[config.mk]
export PLATFORM = sky130hd
export DESIGN_NAME = lru_key_value_cache_top
export DESIGN_NICKNAME = d
export VERILOG_FILES = /design/src/sv/lkvc_pkg.sv /design/src/sv/lru_key_value_cache_top.sv /design/src/sv/lkvc_cell.sv
export SDC_FILE = /design/constraint.sdc
export NUM_CORES = 2
export LEC_CHECK = 0
export BUFFER_PORTS_ARGS = -buffer_cell sky130_fd_sc_hd__buf_2
export CAP_MARGIN = 20
export CORE_MARGIN = 2
export CORE_UTILIZATION = 40
export CTS_BUF_LIST = sky130_fd_sc_hd__clkbuf_4 sky130_fd_sc_hd__clkbuf_8
export DETAILED_ROUTE_END_ITERATION = 16
export PLACE_DENSITY_LB_ADDON = 0.3
export SETUP_SLACK_MARGIN = 0.02
export SYNTH_ARGS = -nofsm -noshare
export SYNTH_HDL_FRONTEND = slang
export SYNTH_SLANG_ARGS = --single-unit
export TNS_END_PERCENT = 5
[constraint.sdc]
create_clock -name i_clk -period 15.75 [get_ports i_clk]
set_clock_uncertainty 0.05 [all_clocks]
set_input_delay 3.15 -clock i_clk [delete_from_list [all_inputs] [get_ports i_clk]]
set_output_delay 3.15 -clock i_clk [all_outputs]
set_load 0.05 [all_outputs]
[src/sv/lkvc_pkg.sv]
// lkvc_pkg: shared types and constants for the lru key/value cache
// request and response payload structs, status codes, cell control struct
// no dependencies
`timescale 1ns / 1ps

package lkvc_pkg;

    // fixed field widths
    localparam int KEY_BITS    = 32;
    localparam int VALUE_BITS  = 32;
    localparam int CAP_BITS    = 5;

    // capacity register after reset
    localparam logic [CAP_BITS-1:0] CAP_RESET = 5'd16;

    // request opcodes
    localparam logic OP_GET = 1'b0;
    localparam logic OP_PUT = 1'b1;

    // response status codes
    typedef enum logic [2:0] {
        ST_GET_HIT      = 3'd0,
        ST_GET_MISS     = 3'd1,
        ST_PUT_UPDATED  = 3'd2,
        ST_PUT_ADDED    = 3'd3,
        ST_PUT_REPLACED = 3'd4,
        ST_PUT_REJECTED = 3'd5
    } t_status;

    // request payload
    typedef struct packed {
        logic                          op;
        logic signed [KEY_BITS-1:0]    key;
        logic signed [VALUE_BITS-1:0]  write_value;
    } t_req;

    // response payload
    typedef struct packed {
        t_status                       status;
        logic signed [VALUE_BITS-1:0]  read_value;
        logic signed [KEY_BITS-1:0]    evicted_key;
    } t_rsp;

    // strobes from the sequencer to every cell
    typedef struct packed {
        logic cmp_en;   // capture key match
        logic upd_en;   // shift toward older positions up to the target
    } t_cell_ctrl;

endpackage

[src/sv/lru_key_value_cache_top.sv]
// lru_key_value_cache_top: fully associative key/value cache, lru replacement
// chain of lkvc_cell positions ordered newest to oldest, plus sequencer
// depends on lkvc_pkg and lkvc_cell
//
//   channel   direction  handshake                    payload
//   request   in         i_valid / o_ready            i_req (op, key, write_value)
//   response  out        o_valid / i_ready            o_rsp (status, read_value, evicted_key)
//   config    in         i_cfg_wr_en, no wait         i_cfg_wr_data (capacity)
//
// a request passes three steps: accept, key compare in every cell, then update
// no new request is taken until the last one has finished its update step
// a result that is not taken holds the update step until the output frees up
// synchronous active-low reset empties the chain at once; no clearing pass
`timescale 1ns / 1ps

module lru_key_value_cache_top
    import lkvc_pkg::*;
#(
    parameter int ENTRIES = 16
) (
    input  logic                 i_clk,
    input  logic                 i_rst_n,
    input  logic                 i_cfg_wr_en,
    input  logic [CAP_BITS-1:0]  i_cfg_wr_data,
    input  logic                 i_valid,
    output logic                 o_ready,
    input  t_req                 i_req,
    output logic                 o_valid,
    input  logic                 i_ready,
    output t_rsp                 o_rsp
);

    localparam int IDX_W = (ENTRIES > 1) ? $clog2(ENTRIES) : 1;
    localparam int CNT_W = $clog2(ENTRIES + 1);
    localparam int CMP_W = (CNT_W > CAP_BITS) ? CNT_W : CAP_BITS;

    typedef enum logic [2:0] {
        S_IDLE = 3'b001,
        S_CMP  = 3'b010,
        S_UPD  = 3'b100
    } t_state;

    t_state                r_state, n_state;
    t_req                  r_req;
    logic [CAP_BITS-1:0]   r_cap;
    logic [CNT_W-1:0]      r_occ, n_occ;
    logic                  r_out_valid;
    t_rsp                  r_rsp, n_rsp;

    t_cell_ctrl            w_ctrl;
    logic [ENTRIES-1:0]    c_valid;
    logic [ENTRIES-1:0]    c_match;
    logic [ENTRIES-1:0]    c_sel;
    logic [KEY_BITS-1:0]   c_key   [ENTRIES];
    logic [VALUE_BITS-1:0] c_value [ENTRIES];

    logic                  w_hit;
    logic [IDX_W-1:0]      w_hit_idx;
    logic [IDX_W-1:0]      w_target;
    logic [CMP_W-1:0]      w_cap_eff;
    logic                  w_full;
    logic [KEY_BITS-1:0]   w_sel_key;
    logic [VALUE_BITS-1:0] w_sel_value;
    logic [KEY_BITS-1:0]   w_head_key;
    logic [VALUE_BITS-1:0] w_head_value;
    logic                  w_shift;
    logic                  w_upd_go;

    assign o_ready = (r_state == S_IDLE);
    assign o_valid = r_out_valid;
    assign o_rsp   = r_rsp;

    assign w_upd_go = (r_state == S_UPD) && (!r_out_valid || i_ready);

    assign w_ctrl.cmp_en = (r_state == S_CMP);
    assign w_ctrl.upd_en = w_upd_go && w_shift;

    // cell chain, position 0 is newest
    for (genvar g = 0; g < ENTRIES; g++) begin : g_cell
        logic                  w_pv;
        logic [KEY_BITS-1:0]   w_pk;
        logic [VALUE_BITS-1:0] w_pval;
        if (g == 0) begin : g_head
            assign w_pv   = 1'b1;
            assign w_pk   = w_head_key;
            assign w_pval = w_head_value;
        end else begin : g_link
            assign w_pv   = c_valid[g-1];
            assign w_pk   = c_key[g-1];
            assign w_pval = c_value[g-1];
        end
        lkvc_cell #(
            .IDX_W    (IDX_W),
            .CELL_IDX (g)
        ) u_cell (
            .i_clk        (i_clk),
            .i_rst_n      (i_rst_n),
            .i_ctrl       (w_ctrl),
            .i_req_key    (r_req.key),
            .i_target     (w_target),
            .i_prev_valid (w_pv),
            .i_prev_key   (w_pk),
            .i_prev_value (w_pval),
            .o_valid      (c_valid[g]),
            .o_key        (c_key[g]),
            .o_value      (c_value[g]),
            .o_match      (c_match[g]),
            .o_sel        (c_sel[g])
        );
    end

    // hit position encode and target entry select
    always_comb begin
        w_hit_idx   = '0;
        w_sel_key   = '0;
        w_sel_value = '0;
        for (int i = 0; i < ENTRIES; i++) begin
            w_hit_idx   = w_hit_idx | (c_match[i] ? IDX_W'(i) : '0);
            w_sel_key   = w_sel_key | (c_sel[i] ? c_key[i] : '0);
            w_sel_value = w_sel_value | (c_sel[i] ? c_value[i] : '0);
        end
    end

    assign w_hit = |c_match;

    // capacity clamped to 1..ENTRIES; occupancy at or above it counts as full
    always_comb begin
        w_cap_eff = CMP_W'(r_cap);
        if (w_cap_eff == '0) begin
            w_cap_eff = CMP_W'(1);
        end else if (w_cap_eff > CMP_W'(ENTRIES)) begin
            w_cap_eff = CMP_W'(ENTRIES);
        end
    end

    assign w_full = (CMP_W'(r_occ) >= w_cap_eff);

    // target: hit position, first free position, or oldest position
    always_comb begin
        if (w_hit) begin
            w_target = w_hit_idx;
        end else if (w_full) begin
            w_target = IDX_W'(r_occ - CNT_W'(1));
        end else begin
            w_target = IDX_W'(r_occ);
        end
    end

    // request decode: status, result fields, new head entry
    always_comb begin
        n_rsp             = '0;
        n_occ             = r_occ;
        w_shift           = 1'b0;
        w_head_key        = r_req.key;
        w_head_value      = r_req.write_value;
        if (r_req.op == OP_GET) begin
            if (w_hit) begin
                n_rsp.status     = ST_GET_HIT;
                n_rsp.read_value = w_sel_value;
                w_head_key       = w_sel_key;
                w_head_value     = w_sel_value;
                w_shift          = 1'b1;
            end else begin
                n_rsp.status     = ST_GET_MISS;
                n_rsp.read_value = '1;
            end
        end else if (r_req.key[KEY_BITS-1]) begin
            n_rsp.status = ST_PUT_REJECTED;
        end else if (w_hit) begin
            n_rsp.status = ST_PUT_UPDATED;
            w_head_key   = w_sel_key;
            w_shift      = 1'b1;
        end else if (!w_full) begin
            n_rsp.status = ST_PUT_ADDED;
            n_occ        = r_occ + CNT_W'(1);
            w_shift      = 1'b1;
        end else begin
            n_rsp.status      = ST_PUT_REPLACED;
            n_rsp.evicted_key = w_sel_key;
            w_shift           = 1'b1;
        end
    end

    // sequencer next state
    always_comb begin
        n_state = r_state;
        case (r_state)
            S_IDLE: begin
                if (i_valid) begin
                    n_state = S_CMP;
                end
            end
            S_CMP: begin
                n_state = S_UPD;
            end
            S_UPD: begin
                if (w_upd_go) begin
                    n_state = S_IDLE;
                end
            end
            default: begin
                n_state = S_IDLE;
            end
        endcase
    end

    // control registers
    always_ff @(posedge i_clk) begin
        if (!i_rst_n) begin
            r_state     <= S_IDLE;
            r_cap       <= CAP_RESET;
            r_occ       <= '0;
            r_out_valid <= 1'b0;
        end else begin
            r_state <= n_state;
            if (i_cfg_wr_en) begin
                r_cap <= i_cfg_wr_data;
            end
            if (w_upd_go) begin
                r_occ       <= n_occ;
                r_out_valid <= 1'b1;
            end else if (i_ready) begin
                r_out_valid <= 1'b0;
            end
        end
    end

    // request capture and response register
    always_ff @(posedge i_clk) begin
        if (i_valid && o_ready) begin
            r_req <= i_req;
        end
        if (w_upd_go) begin
            r_rsp <= n_rsp;
        end
    end

    // occupancy bounded by the chain length
    a_occ_bound: assert property (@(posedge i_clk) disable iff (!i_rst_n)
        r_occ <= CNT_W'(ENTRIES))
        else $error("occupancy above entry count");

    // valid entries are packed at the newest end and counted by occupancy
    a_occ_count: assert property (@(posedge i_clk) disable iff (!i_rst_n)
        $countones(c_valid) == int'(r_occ))
        else $error("valid entries disagree with occupancy");

    // stored keys are unique, so at most one cell matches
    a_match_unique: assert property (@(posedge i_clk) disable iff (!i_rst_n)
        (r_state == S_UPD) |-> $onehot0(c_match))
        else $error("more than one cell matched the key");

    // an update always leaves a result waiting
    a_upd_result: assert property (@(posedge i_clk) disable iff (!i_rst_n)
        w_upd_go |=> (r_out_valid && r_state == S_IDLE))
        else $error("update step did not post a result");

endmodule

[src/sv/lkvc_cell.sv]
// lkvc_cell: one position of the recency-ordered entry chain
// holds valid, key and value; loads its newer neighbor on a shift
// depends on lkvc_pkg
`timescale 1ns / 1ps

module lkvc_cell
    import lkvc_pkg::*;
#(
    parameter int IDX_W    = 4,
    parameter int CELL_IDX = 0
) (
    input  logic                   i_clk,
    input  logic                   i_rst_n,
    input  t_cell_ctrl             i_ctrl,
    input  logic [KEY_BITS-1:0]    i_req_key,
    input  logic [IDX_W-1:0]       i_target,
    input  logic                   i_prev_valid,
    input  logic [KEY_BITS-1:0]    i_prev_key,
    input  logic [VALUE_BITS-1:0]  i_prev_value,
    output logic                   o_valid,
    output logic [KEY_BITS-1:0]    o_key,
    output logic [VALUE_BITS-1:0]  o_value,
    output logic                   o_match,
    output logic                   o_sel
);

    localparam logic [IDX_W-1:0] MY_IDX = IDX_W'(CELL_IDX);

    logic                  r_valid;
    logic [KEY_BITS-1:0]   r_key;
    logic [VALUE_BITS-1:0] r_value;
    logic                  r_match;
    logic                  w_load;

    // this position takes part in the shift when it lies at or before the target
    assign w_load = i_ctrl.upd_en && (MY_IDX <= i_target);

    // valid bit and match flag
    always_ff @(posedge i_clk) begin
        if (!i_rst_n) begin
            r_valid <= 1'b0;
            r_match <= 1'b0;
        end else begin
            if (w_load) begin
                r_valid <= i_prev_valid;
            end
            if (i_ctrl.cmp_en) begin
                r_match <= r_valid && (r_key == i_req_key);
            end
        end
    end

    // entry payload
    always_ff @(posedge i_clk) begin
        if (w_load) begin
            r_key   <= i_prev_key;
            r_value <= i_prev_value;
        end
    end

    assign o_valid = r_valid;
    assign o_key   = r_key;
    assign o_value = r_value;
    assign o_match = r_match;
    assign o_sel   = (MY_IDX == i_target);

endmodule

==> results.ini <==
[global_routing]
grt_util_all_layers_pct = 37.7
antenna_found_initial = 24
grt_remaining_overflow = 0
grt_max_degree = 57
grt_pass1_wl_um = 344000
grt_pass1_vias = 38200

[die]
die_w_um = 369
die_y_um = 369
coreArea_um2 = 133000
initial_utilization_pct = 40.1
dieArea_um2 = 136000
core.rowCount = 134
io_pins = 144

[placed_design]
gp_congestion = 1.11
io_buffers = 143
dp_slack_ps = 7670
placed_area_um2 = 57000
place_hpwl_um = 175000

[route]
wl_per_cell_um = 43.7
drt_pass1_iterations = 6
drcViolationCount = 0
drt_iter0_drc = 7431
highest_layer = met5
postRouteAntennaNets = 0
dr_total_vias = 40300
route.met3.wl_um = 35300
routed_via_density = 6.75
drt-met1-wl_um = 94700
wl_met2_um = 108000
wl_um = 261000

[timing]
tns_ps = 0
fin_crit_ps = 7150
fin_crit_sh_pct = 45.4
grt_setup_unrepaired = false
max-slew-margin-rel_pct = 8.15
hold_viol_final = 0
setup_ws_ps = 8600
drv_slew = 0
setup_viol = 0
whs_ps = 371
fmaxAchievable_mhz = 140
worstMarginPinSlew_ps = 1370

[cts]
cts_buffers = 202
htreeDepth = 4
clk_pin_slew_worst_paths_ps = 70
cts.path.max_buffers = 3
postCtsSetupRepairBufs = 0
post_cts_resized = 0
clkSinkCount = 1202
clk_latency_ps = 1010
cts_tree = done
clock-root-buffer = clkbuf_8
hold_buffers = 0

[synth]
synth_edf_count = 1156
synthArstFlopShare_pct = 0
synth_fp_nets = 3863
synth_ff_type = edfxtp_1
netlist_area_um2 = 53400
synth_cells = 3781
ys_ff_latch = 1202
ys_warn_count = 0
ys_seq_area_share_pct = 66.8
avgSynthCellArea_um2 = 14.1
ys_types = 91

[final_layout]
post-route-util_pct = 46.0
design_area_um2 = 61100
mostFrequentLayoutCell = edfxtp_1
final_cell_mix = edfxtp_1 (1156), xnor2_1 (295), xor2_1 (218)
fillCellCount = 11900
area_growth_pct = 14.5
drive_above_1_share_pct = 19.0
nets = 4107

[worst_hold_path]
min_path_type = register to register

[critical_path]
worstPathMaxFanout = 47
critPathCaptureType = register
arrival_ps = 7690
crit_required_ps = 16300
critical_path_class = primary input to register
cp-start-kind = primary input

[outcome]
status = finished clean

[pwr]
p_leak_uw = 0.0195
power_density_nw_per_um2 = 118
peakVddDrop_mv = 0.0751

[run]
maxCapViolCount = 0

## report_power, final
| part | switching [µW] | internal (µW) |
|---|---|---|
| clock network | 1450 | 1500 |
| logic | 563 | 194 |
| registers | 8.24 | 3470 |
## stage by stage
step / power (µW) / instances
2_1_floorplan: 3900 / 3781
3_3_place_gp: 4260 / 5582
3_5_place_dp: 4260 / 5586
4_1_cts: 7140 / 5957
5_1_grt: 7300 / 5964
6_report: 7190 / 5970
## critical path: stages
cell and delay (ps):
buf_2 70, nand2b_1 170, and3_4 670, o211ai_1 190
buf_4 270, inv_4 410, nand2_1 720, nor2_4 960
buf_4 830
## synthesized netlist by cell type, drive strengths merged (12+ instances only)
cell type / number / area share, %
edfxtp: 1156 / 65
xnor2: 296 / 4.9
xor2: 218 / 3.6
clkbuf: 172 / 1.2
nand3: 169 / 1.6
nand2: 148 / 1.0
a21oi: 137 / 1.3
nand4: 132 / 1.5
buf: 103 / 0.99
o21ai: 95 / 0.90
nor4: 89 / 1.1
nor2: 86 / 0.60
mux2i: 76 / 1.5
mux2: 72 / 1.5
a22oi: 69 / 0.97
nor2b: 61 / 0.71
a32oi: 51 / 0.84
dfxtp: 46 / 1.7
a221oi: 43 / 0.72
nor3: 41 / 0.39
and3: 37 / 0.43
a31oi: 33 / 0.40
o211ai: 33 / 0.46
a211oi: 31 / 0.46
o22ai: 27 / 0.32
o22a: 24 / 0.39
a21boi: 23 / 0.32
a21o: 23 / 0.32
a32o: 22 / 0.41
a22o: 21 / 0.34
a221o: 19 / 0.36
o2111ai: 19 / 0.31
o221ai: 17 / 0.28
or4: 17 / 0.25
inv: 12 / 0.084
o2bb2ai: 12 / 0.20
## layer usage
metal / vias to the layer above / track usage, %
li1: 15400 / -
met1: 20300 / 48.5
met2: 3716 / 53.4
met3: 862 / 12.5
met4: 12 / 26.4
met5: - / 0
## cells by family after synthesis
group | after synthesis | synth area share (%)
AO/OA/AOI/OAI | 782 | 10.8
XOR/XNOR | 514 | 8.43
flip-flops | 1202 | 66.8
buffers and inverters | 287 | 2.28
multiplexers | 150 | 3.07
adder cells (fa/ha/maj) | 7 | 0.164
AND/OR/NAND/NOR | 839 | 8.53
## flip-flops by register name, indices dropped and copies added (netlist names)
register and cells:
o_valid 1, g_cell.u_cell.o_value 512, g_cell.u_cell.o_match 16, o_rsp 67
g_cell.u_cell.o_key 512, r_cap 5, r_req 65, g_cell.u_cell.o_valid 16
r_occ 5, r_state 3
## cell type report
class	count	area [µm²]	share of cell area [%]
inverters	12	50.0	0.0818
clock inverters	100	751	1.23
repair buffers	315	2060	3.36
flip-flops and latches	1202	35600	58.3
well taps	1768	2210	3.62
clock buffers	271	3340	5.47
diodes	10	25.0	0.0409
multi-input cells	2292	17100	27.9
## worst paths after layout
check | startpoint | end | slack (ps) | cells past startpoint
max | i_ready | g_cell[10].u_cell.o_value[3]$_DFFE_PP_ | 8600 | 9
min | g_cell[11].u_cell.o_value[14]$_DFFE_PP_ | g_cell[12].u_cell.o_value[14]$_DFFE_PP_ | 370 | 0
min reg2reg | g_cell[11].u_cell.o_value[14]$_DFFE_PP_ | g_cell[12].u_cell.o_value[14]$_DFFE_PP_ | 370 | 0
max reg2reg | r_occ[0]$_SDFFE_PN0P_ | g_cell[0].u_cell.o_key[12]$_DFFE_PP_ | 9170 | 14
Power figures use the tool's default switching activity.
